==> config.mk <==
export PLATFORM = sky130hd
export DESIGN_NAME = avcc_to_annexb_converter
export DESIGN_NICKNAME = d
export VERILOG_FILES = /design/src/acv_pkg.sv /design/src/avcc_to_annexb_converter.sv /design/src/acv_parse.sv /design/src/acv_emit.sv
export SDC_FILE = /design/constraint.sdc
export NUM_CORES = 1
export LEC_CHECK = 0
export BUFFER_PORTS_ARGS = -buffer_cell sky130_fd_sc_hd__buf_4
export CAP_MARGIN = 20
export CORE_MARGIN = 1.5
export CORE_UTILIZATION = 44
export DETAILED_ROUTE_END_ITERATION = 8
export PLACE_DENSITY = 0.74
export SYNTH_ARGS = -nofsm -noshare
export SYNTH_HDL_FRONTEND = slang
export SYNTH_SLANG_ARGS = --single-unit
export TNS_END_PERCENT = 5
==> constraint.sdc <==
create_clock -name clock -period 4.55 [get_ports clock]
set_input_delay 0.455 -clock clock [delete_from_list [all_inputs] [get_ports clock]]
set_output_delay 0.455 -clock clock [all_outputs]
set_load 0.01 [all_outputs]
==> src/acv_pkg.sv <==
// Shared types and constants for the AVCC to Annex B converter.
// No dependencies; used by the parser, the emitter and the top level.
package acv_pkg;

   localparam logic [7:0] KEY_FRAME_BYTE  = 8'h17;
   localparam logic [7:0] PKT_SEQ_HEADER  = 8'h00;
   localparam logic [7:0] PKT_NALU        = 8'h01;
   localparam logic [7:0] START_CODE_LAST = 8'h01;
   localparam logic [7:0] START_CODE_ZERO = 8'h00;
   localparam logic [2:0] START_CODE_LEN  = 3'd4;
   localparam logic [3:0] NALU_LEN_BYTES  = 4'd4;
   localparam logic [3:0] PS_LEN_BYTES    = 4'd2;
   localparam logic [3:0] NALU_HDR_END    = 4'd4;
   localparam logic [3:0] SEQ_HDR_END     = 4'd9;
   localparam logic [3:0] SKIP_START      = 4'd2;

   // results of one input byte: optional start code, optional payload byte,
   // optional truncation marker; pe marks the last start-code/payload byte
   typedef struct packed {
      logic       sc;
      logic       dv;
      logic [7:0] data;
      logic       pe;
      logic       tr;
   } burst_type;

   typedef struct packed {
      logic busy;
      logic finishing;
   } emit_status_type;

endpackage

==> src/avcc_to_annexb_converter.sv <==
// AVCC to Annex B converter for FLV video tag bodies, top level.
// Each accepted byte's descriptor is registered in the emitter, then stepped into the rsp_ output register.
// Throughput: 1 byte per cycle while each byte yields at most one result and rsp_stall is low;
// a byte that yields more than one result holds req_stall while the emitter drains it.
// Reset: synchronous, active high; clears parse state and the key-frame flag.
// Depends on acv_pkg, acv_parse and acv_emit.
module avcc_to_annexb_converter (
   input  logic       clock,
   input  logic       reset,
   input  logic       req_valid,
   output logic       req_stall,
   input  logic [7:0] req_byte,
   input  logic       req_last,
   output logic       rsp_valid,
   input  logic       rsp_stall,
   output logic [7:0] rsp_byte,
   output logic       rsp_packet_end,
   output logic       rsp_truncated,
   output logic       rsp_run_last
);

   acv_pkg::burst_type       burst;
   acv_pkg::emit_status_type status;
   logic                     accept;
   logic                     load;

   assign req_stall = status.busy && !status.finishing;
   assign accept    = req_valid && !req_stall;
   assign load      = accept && (burst.sc || burst.dv || burst.tr);

   acv_parse u_parse (
      .clock    (clock),
      .reset    (reset),
      .accept   (accept),
      .req_byte (req_byte),
      .req_last (req_last),
      .burst    (burst)
   );

   acv_emit u_emit (
      .clock          (clock),
      .reset          (reset),
      .load           (load),
      .burst          (burst),
      .status         (status),
      .rsp_valid      (rsp_valid),
      .rsp_stall      (rsp_stall),
      .rsp_byte       (rsp_byte),
      .rsp_packet_end (rsp_packet_end),
      .rsp_truncated  (rsp_truncated),
      .rsp_run_last   (rsp_run_last)
   );

endmodule

==> src/acv_parse.sv <==
// Tag parser: per-byte state update and result descriptor.
// Depends on acv_pkg.
module acv_parse (
   input  logic               clock,
   input  logic               reset,
   input  logic               accept,
   input  logic [7:0]         req_byte,
   input  logic               req_last,
   output acv_pkg::burst_type burst
);

   typedef enum logic [3:0] {
      PH_FIRST, PH_TYPE, PH_SKIP, PH_SPSCNT, PH_LEN, PH_DATA, PH_PPSCNT, PH_IDLE
   } phase_type;

   typedef enum logic [1:0] {
      KIND_SPS, KIND_NALU, KIND_OTHER, KIND_PPS
   } kind_type;

   logic        started_ff, started_in;
   logic        enabled_ff, enabled_in;
   phase_type   phase_ff, phase_in;
   logic [3:0]  hidx_ff, hidx_in;
   logic [31:0] accum_ff, accum_in;
   logic [31:0] left_ff, left_in;
   logic [4:0]  sets_ff, sets_in;
   kind_type    kind_ff, kind_in;

   always_comb begin
      logic       unit_done;
      logic       group;
      logic [3:0] width;
      started_in = started_ff;
      enabled_in = enabled_ff;
      phase_in   = phase_ff;
      hidx_in    = hidx_ff;
      accum_in   = accum_ff;
      left_in    = left_ff;
      sets_in    = sets_ff;
      kind_in    = kind_ff;
      burst      = '0;
      unit_done  = 1'b0;
      group      = 1'b0;
      width      = (kind_ff == KIND_NALU) ? acv_pkg::NALU_LEN_BYTES : acv_pkg::PS_LEN_BYTES;
      case (phase_ff)
         PH_FIRST: begin
            if (req_byte == acv_pkg::KEY_FRAME_BYTE) started_in = 1'b1;
            enabled_in = started_in;
            phase_in   = started_in ? PH_TYPE : PH_IDLE;
            hidx_in    = '0;
         end
         PH_TYPE: begin
            if (req_byte == acv_pkg::PKT_SEQ_HEADER || req_byte == acv_pkg::PKT_NALU) begin
               kind_in  = (req_byte == acv_pkg::PKT_NALU) ? KIND_NALU : KIND_SPS;
               phase_in = PH_SKIP;
               hidx_in  = acv_pkg::SKIP_START;
            end else begin
               kind_in  = KIND_OTHER;
               phase_in = PH_IDLE;
            end
         end
         PH_SKIP: begin
            if (kind_ff == KIND_NALU && hidx_ff >= acv_pkg::NALU_HDR_END) begin
               phase_in = PH_LEN;
               hidx_in  = '0;
               accum_in = '0;
            end else if (kind_ff != KIND_NALU && hidx_ff >= acv_pkg::SEQ_HDR_END) begin
               phase_in = PH_SPSCNT;
            end else begin
               hidx_in = hidx_ff + 4'd1;
            end
         end
         PH_SPSCNT, PH_PPSCNT: begin
            sets_in = req_byte[4:0];
            group   = 1'b1;
         end
         PH_LEN: begin
            accum_in = {accum_ff[23:0], req_byte};
            hidx_in  = hidx_ff + 4'd1;
            if (hidx_in >= width) begin
               burst.sc = 1'b1;
               left_in  = accum_in;
               if (accum_in == '0) unit_done = 1'b1;
               else phase_in = PH_DATA;
            end
         end
         PH_DATA: begin
            burst.dv   = 1'b1;
            burst.data = req_byte;
            left_in    = left_ff - 32'd1;
            if (left_in == '0) unit_done = 1'b1;
         end
         default: begin
         end
      endcase

      if (unit_done) begin
         if (kind_in == KIND_NALU) begin
            phase_in = PH_LEN;
            hidx_in  = '0;
            accum_in = '0;
         end else begin
            sets_in = sets_in - 5'd1;
            if (sets_in == '0) begin
               burst.pe = 1'b1;
               group    = 1'b1;
            end else begin
               phase_in = PH_LEN;
               hidx_in  = '0;
               accum_in = '0;
            end
         end
      end

      if (group) begin
         if (sets_in == '0) begin
            if (kind_in == KIND_SPS) begin
               kind_in  = KIND_PPS;
               phase_in = PH_PPSCNT;
            end else begin
               phase_in = PH_IDLE;
            end
         end else begin
            phase_in = PH_LEN;
            hidx_in  = '0;
            accum_in = '0;
         end
      end

      if (req_last) begin
         if (enabled_in && phase_in != PH_TYPE && phase_in != PH_FIRST) begin
            if (kind_in == KIND_NALU) begin
               if (phase_in == PH_DATA || (phase_in == PH_LEN && hidx_in != '0))
                  burst.tr = 1'b1;
               else
                  burst.pe = 1'b1;
            end else if (kind_in != KIND_OTHER && phase_in != PH_IDLE) begin
               burst.tr = 1'b1;
            end
         end
         phase_in   = PH_FIRST;
         enabled_in = 1'b0;
         hidx_in    = '0;
         accum_in   = '0;
         left_in    = '0;
         sets_in    = '0;
         kind_in    = KIND_SPS;
      end
   end

   always_ff @(posedge clock) begin
      if (reset) begin
         started_ff <= 1'b0;
         enabled_ff <= 1'b0;
         phase_ff   <= PH_FIRST;
         hidx_ff    <= '0;
         accum_ff   <= '0;
         left_ff    <= '0;
         sets_ff    <= '0;
         kind_ff    <= KIND_SPS;
      end else if (accept) begin
         started_ff <= started_in;
         enabled_ff <= enabled_in;
         phase_ff   <= phase_in;
         hidx_ff    <= hidx_in;
         accum_ff   <= accum_in;
         left_ff    <= left_in;
         sets_ff    <= sets_in;
         kind_ff    <= kind_in;
      end
   end

endmodule

==> src/acv_emit.sv <==
// Result emitter: holds one byte's descriptor and steps it into the output register.
// Depends on acv_pkg.
module acv_emit (
   input  logic                     clock,
   input  logic                     reset,
   input  logic                     load,
   input  acv_pkg::burst_type       burst,
   output acv_pkg::emit_status_type status,
   output logic                     rsp_valid,
   input  logic                     rsp_stall,
   output logic [7:0]               rsp_byte,
   output logic                     rsp_packet_end,
   output logic                     rsp_truncated,
   output logic                     rsp_run_last
);

   acv_pkg::burst_type desc_ff;
   logic [2:0]         idx_ff;
   logic               busy_ff;
   logic               valid_ff;
   logic [7:0]         byte_ff, byte_in;
   logic               pe_ff, pe_in;
   logic               tr_ff, tr_in;
   logic               last_ff, last_in;
   logic [2:0]         body;
   logic [2:0]         total;
   logic               advance;
   logic               finish;

   assign body    = desc_ff.sc ? acv_pkg::START_CODE_LEN : {2'b00, desc_ff.dv};
   assign total   = body + {2'b00, desc_ff.tr};
   assign advance = busy_ff && (!valid_ff || !rsp_stall);
   assign finish  = advance && (idx_ff == total - 3'd1);

   always_comb begin
      last_in = (idx_ff == total - 3'd1);
      if (idx_ff < body) begin
         if (desc_ff.sc)
            byte_in = (idx_ff == acv_pkg::START_CODE_LEN - 3'd1) ?
                      acv_pkg::START_CODE_LAST : acv_pkg::START_CODE_ZERO;
         else
            byte_in = desc_ff.data;
         pe_in = desc_ff.pe && (idx_ff == body - 3'd1);
         tr_in = 1'b0;
      end else begin
         byte_in = '0;
         pe_in   = 1'b1;
         tr_in   = 1'b1;
      end
   end

   always_ff @(posedge clock) begin
      if (reset) begin
         busy_ff  <= 1'b0;
         idx_ff   <= '0;
         valid_ff <= 1'b0;
      end else begin
         if (load) begin
            busy_ff <= 1'b1;
            idx_ff  <= '0;
         end else if (finish) begin
            busy_ff <= 1'b0;
         end else if (advance) begin
            idx_ff <= idx_ff + 3'd1;
         end
         if (advance) valid_ff <= 1'b1;
         else if (!rsp_stall) valid_ff <= 1'b0;
      end
      if (load) desc_ff <= burst;
      if (advance) begin
         byte_ff <= byte_in;
         pe_ff   <= pe_in;
         tr_ff   <= tr_in;
         last_ff <= last_in;
      end
   end

   assign status.busy      = busy_ff;
   assign status.finishing = finish;
   assign rsp_valid        = valid_ff;
   assign rsp_byte         = byte_ff;
   assign rsp_packet_end   = pe_ff;
   assign rsp_truncated    = tr_ff;
   assign rsp_run_last     = last_ff;

endmodule

**After elaboration in Yosys (flattened, before gate mapping)**

Index checks and enable logic that the tools add are counted.

- Flip-flop bits (word level): 109
- Latch bits: 0
- RAM bits: 0
- Bits in read-only memories: 0
- Input port bits: 13
- Logic and storage cells: 171
- Memories kept: 0

- Add/subtract/negate cells: 7
- Multiply operators: 0
- Divide/modulo/power cells: 0
- $lt $le $gt $ge: 4
- Equality and inequality tests: 22
- Shift operators: 0
- Mux-type cells: 80
- Bitwise gates (word level): 1
- Reduce and logical (&&, ||, !) cells: 37

Operators with widths:

| kind | number |
|---|---|
| $mux 32 | 9 |
| $pmux 32 s2 | 2 |
| $mux 4 | 18 |
| $logic_not 32->1 | 2 |
| $pmux 4 s4 | 2 |
| $sub 32x1->32 const B | 1 |
| $mux 1 | 29 |
| $eq 4x3->1 const B | 5 |
| $mux 5 | 4 |
| $mux 2 | 9 |
| $logic_and 1x1->1 | 12 |
| $mux 3 | 4 |
| $logic_not 5->1 | 2 |
| $mux 9 | 1 |
| $eq 4x2->1 const B | 2 |
| $eq 8x1->1 const B | 1 |
| $eq 8x5->1 const B | 1 |
| $logic_not 8->1 | 1 |
| $mux 8 | 1 |
| $reduce_bool 4->1 | 2 |
| $eq 2x1->1 const B | 3 |
| $eq 3x3->1 | 2 |
| $sub 3x1->3 const B | 2 |
| $logic_or 1x1->1 | 5 |
| 25 further kinds | 31 |

**Logic depth before layout (Yosys ltp)**

- Depth in word-level cells: 20
- Mapped depth: 17

**Modules after synthesis**

Synthesis repeated with hierarchy kept, for this count alone.

- Cells, all modules: 760
- Area, all modules: 6,386.1 µm²

Modules (own cells, without submodules):

| module | instances | cells an instance | area each (µm²) | seq. area each (µm²) |
|---|---|---|---|---|
| acv_parse | 1 | 669 | 5,168.7 | 1,461.4 |
| acv_emit | 1 | 87 | 1,179.9 | 790.8 |
| avcc_to_annexb_converter | 1 | 4 | 37.5 | 0.0 |

**Least setup slack after synthesis**

Ideal clock, no wire load.

- Path type: reg-to-reg
- Start: register u_parse.phase_ff[2]
- End: register u_emit.desc_ff[0] in the netlist's numbering, enable pin
- Setup time: 0.390 ns
- Arrival time: 3.994 ns
- Required time: 4.160 ns
- Setup slack: 0.166 ns
- Cell stages (with the launch flop): 15
- Buffers on the path: 1
- Period minus slack after synthesis: 4.384 ns
- Path through: dfxtp_1 clkbuf_1 xnor2_1 nor2_1 mux2i_1 ha_1 nor3b_1 xnor2_1 a21oi_1 a211oi_1 a31o_2 a41oi_1 and4_1 a311o_1 a21oi_1

- Word-level cells in the longest chain between the ends: 19
- Elaborated cells on any way between the ends: 66
- Classes of those cells: 1 x add/sub; 13 x eq/ne; 37 x mux; 15 x reduce/logical

RTL lines:

| item | RTL line | source |
|---|---|---|
| from (decl) | acv_parse.sv:22 | `phase_type phase_ff, phase_in;` |
| from (signal assigned) | acv_parse.sv:164 | `phase_ff <= phase_in;` |
| $eq 4x2->1 or $eq 4x3->1 (tied branches) | acv_parse.sv:45 | `case (phase_ff)` |
| $reduce_or 2->1 | acv_parse.sv:45 |  |
| $mux 5 | acv_parse.sv:45 |  |
| $sub 5x1->5 | acv_parse.sv:103 | `sets_in = sets_in - 5'd1;` |
| $logic_not 5->1 | acv_parse.sv:104 | `if (sets_in == '0) begin` |
| $mux 4 | acv_parse.sv:104 |  |
| $mux 4 | acv_parse.sv:98 | `if (kind_in == KIND_NALU) begin` |
| $mux 4 | acv_parse.sv:97 | `if (unit_done) begin` |
| [... 4 more ...] | - |  |
| $logic_or 1x1->1 | acv_parse.sv:133 | `if (phase_in == PH_DATA \|\| (phase_in == PH_LEN && hidx_in != '0))` |
| $mux 1 | acv_parse.sv:133 |  |
| $mux 1 | acv_parse.sv:132 | `if (kind_in == KIND_NALU) begin` |
| $mux 2 | acv_parse.sv:131 | `if (enabled_in && phase_in != PH_TYPE && phase_in != PH_FIRST) begin` |
| $mux 2 | acv_parse.sv:130 | `if (req_last) begin` |
| $logic_or 1x1->1 * | avcc_to_annexb_converter.sv:29 | `assign load = accept && (burst.sc \|\| burst.dv \|\| burst.tr);` |
| $logic_and 1x1->1 * | avcc_to_annexb_converter.sv:29 |  |
| net load | avcc_to_annexb_converter.sv:25 | `logic load;` |
| to (signal assigned) | acv_emit.sv:69 | `if (load) desc_ff <= burst;` |
| to (decl) | acv_emit.sv:17 | `acv_pkg::burst_type desc_ff;` |

The timed path passes the listed nets; every way through them passes the cells marked *.
A chain may end at the register's enable or synchronous reset.

**Worst setup path after layout**

- Start: register u_parse.phase_ff[3]
- End: register u_emit.desc_ff[1] in the netlist's numbering, enable pin

Same word-level chain as after synthesis.

==> impl_results.md <==
* Crit path kind: flip-flop to flip-flop
* Fmax at 243 MHz
* Setup TNS at 0 ns
* First-pass GRT wire length at 29.3 mm
* DR WL/cell at about 18 µm
* Most used cell, CP: a21oi_1
* Register area share after synthesis at 35.0%
* Worst stage delay on the critical path at 0.45 ns
* Antenna violations before repair at 0
* Placed wire-length estimate at 12.8 mm
* R2r startpoint: u_parse.phase_ff[3]
* Largest net degree at the start of global routing at 52
* Post-synthesis async set-or-reset flop share at 0%
* Leak Pwr at 2.65 nW
* Tightest Hold Check Type: primary input to flip-flop
* Io pins at 26
* Hold Vio Cnt, Final at 0
* Vias per inst at 6.21
* Slew at the pin with the worst max-slew slack at 0.831 ns
* Die Y at 124 µm
* CP arrival at 4.18 ns
* Post-Route Utilization at 48.7%
* Worst path cell trace: nand2b_1 -> nor2_1 -> mux2i_1 -> ha_1 -> nor3b_1 -> xnor2_1 -> a21oi_1 -> a211oi_1 -> a31o_2 -> a41oi_1 -> and4_1 -> a311o_1 -> a21oi_1 -> buf_4
* Place WS at 0.453 ns
* RSZ-0062 raised after global routing: no
* GR Util All Layers at between 20 and 25%
* Worst Hold Depth at 3
* Post-CTS Resized at 0
* YS warnings at 0
* Die ar. at 15400 µm²
* P per Cell Area at 281 nW/µm²
* Int Pwr at 1.41 mW
* Nets at 825
* Synth area leaders: dfxtp_1 24%, edfxtp_1 11%, nor2_1 5.7%
* Count leader, synth: nor2_1
* Final setup vio count at 0
* Max Cap Viol at 0
* Mapped cell area at 6430 µm²
* Startpoint types: flip-flop
* Area occupied by multi-input gates at roughly 3900 µm²
* 1st-iter DRT viols at 682
* Worst setup margin at 0.434 ns
* Pre-antenna DRT Iters at 6
* CTS root buf: clkbuf_16
* Synth top cells by count: 97 x nor2_1, 78 x dfxtp_1, 69 x nand2_1
* Max FO, Critical Path at 15
* Worst path top cell family by delay: compound AO/OA/AOI/OAI gates
* Antenna cell count at 0
* Post-route clock period utilization at 90.5%
* Top cell type's share of synthesized area at 24.3%
* Post-synth EDFFs at 23
* Clock Skew at 0.00694 ns
* Buf/Inv on CP at 1
* Worst VDD drop at 0.277 mV
* Clock tree from TritonCTS: built
* Mapped Avg Cell Area at 8.05 µm²
* Run status: completed
* Max_slew headroom at a little over two fifths
* Clk sinks at 101
* CTS Buffer Depth at 2
* CP Data Required Time at 4.61 ns
* CP Capture Type: flip-flop
* Synth Net Count at 826
* Grt ovf at 0
* Clk pwr share at 37.0%
* Cell variety after synth at 75
* DRT antenna net count at 0
* Comb pwr share at between 15 and 20%
* Layout cell share with drive strength beyond 1 at 9.71%
* Later-pin clock latency in the skew report at between 0.3 and 0.4 ns
* Hold_buf cts at 0
* Dominant synthesized flop cell: dfxtp_1
* Worst-path clk slew at around 0.070 ns
* Minimum clock period at 4.12 ns
* H-tree levels at 3
* Total Power at around 2.0 mW
* Area Overhead vs Synth at 9.08%
* #FFs+latches synth at 101
* Sequential power share at a little under half
* Yosys top cell by area: dfxtp_1
* Internal reg-to-reg setup slack at 0.43 ns
* Cells on worst reg2reg path at 14
* Cell count after synthesis at 799
* Postcts setup bufs at 0
* RR Endpoint: u_emit.desc_ff[1]
* Via Count at 6133
* Starting Density at 44.6%
* Vias in the first global route at 5626
* Worst Hold Launch: rsp_stall
* Reg area at 2250 µm²
* DRC at 0
* Number of port buffers at 25
* Num rows at 44
* Core footprint at roughly 14000 µm²
* Fill cell count at about 1400
* DRT Wirelength at 18.1 mm
* CP max stage cell: nor2_1
* TritonCTS Buffers at 9
* Switch share at 28.4%
* Psw at 0.561 mW
* Slew Limit Fails at 0
* Die W at around 120 µm
* Routability Congestion at 0.917
* Hold endpoint: u_emit.rsp_valid
logic make-up after synthesis:
logic type	synth area share, %
AND/OR/NAND/NOR	28.5
adder cells (fa/ha/maj)	2.72
buffers and inverters	5.07
multiplexers	1.40
flip-flops	35.0
AO/OA/AOI/OAI	24.4
XOR/XNOR	2.86
state kept, by name (all words and copies together) (netlist names):
register	count
u_parse.kind_ff	2
u_emit.rsp_byte	8
u_parse.hidx_ff	4
u_emit.rsp_run_last	1
u_emit.rsp_packet_end	1
u_emit.desc_ff	12
u_parse.sets_ff	5
u_emit.idx_ff	3
u_emit.rsp_valid	1
u_parse.phase_ff	4
u_emit.rsp_truncated	1
u_parse.accum_ff	24
u_emit.busy_ff	1
u_parse.left_ff	32
u_parse.started_ff	1
u_parse.enabled_ff	1
per-layer routing:
layer	up-vias	part of all wire (%)	GRT usage, %
li1	2948	-	-
met1	2860	44	33.5
met2	286	45	39.3
met3	39	8.0	4.12
met4	0	2.7	10.2
met5	-	0	0
stage by stage:
step	cell area, µm²	hold slack, ns	std cells
final	7020	0.357	987
after global routing	7020	0.367	987
after CTS	7020	0.351	987
after detailed placement	6750	0.469	971
after global placement	6750	0.455	971
after floorplan	6430	0.444	799
power groups by stage:
| stage | sequential (mW) | clock [mW] | combinational, mW |
|---|---|---|---|
| finish | 0.944 | 0.731 | 0.299 |
| global route | 0.945 | 0.773 | 0.327 |
| CTS | 0.943 | 0.741 | 0.294 |
| detailed placement | 0.964 | 0 | 0.292 |
| global placement | 0.963 | 0 | 0.291 |
| floorplan | 0.961 | 0 | 0.209 |
layout make-up:
type	instances	share of cell area [%]
clock buffer	9	3.21
sequential	101	32.1
timing repair buffer	41	4.39
clock inverter	7	0.695
tap	184	3.28
multi-input combinational	620	55.0
inverter	25	1.34
worst min-delay path, cell delays in order:
cell	delay, ns
buf_4	0.08
a21oi_1	0.06
nor2_1	0.08
worst max-delay path by stage:
stage | slack, ns | cells past startpoint | endpoint | from
floorplan | 0.17 | 14 | u_emit.desc_ff[0] | u_parse.phase_ff[2]
global placement | 0.52 | 14 | u_emit.desc_ff[1] | u_parse.phase_ff[3]
detailed placement | 0.45 | 14 | u_emit.desc_ff[1] | u_parse.phase_ff[3]
CTS | 0.45 | 14 | u_emit.desc_ff[5] | u_parse.phase_ff[3]
global route | 0.18 | 14 | u_parse.accum_ff[2] | u_parse.phase_ff[3]
finish | 0.43 | 14 | u_emit.desc_ff[1] | u_parse.phase_ff[3]
layout by cell type (no fill, tap or decap), drive strengths merged, types with 12 or more instances in the layout:
cell type / count
nor2: 97
dfxtp: 78
nand2: 69
a21oi: 53
o21ai: 53
buf: 41
nor3: 33
a22o: 27
inv: 27
edfxtp: 23
nor4: 22
xnor2: 16
nor2b: 15
nand3: 14
nand2b: 14
a22oi: 14
ha: 14
or3: 13
and3: 13
and2: 12
No activity file was read; power rests on OpenSTA's default activity.
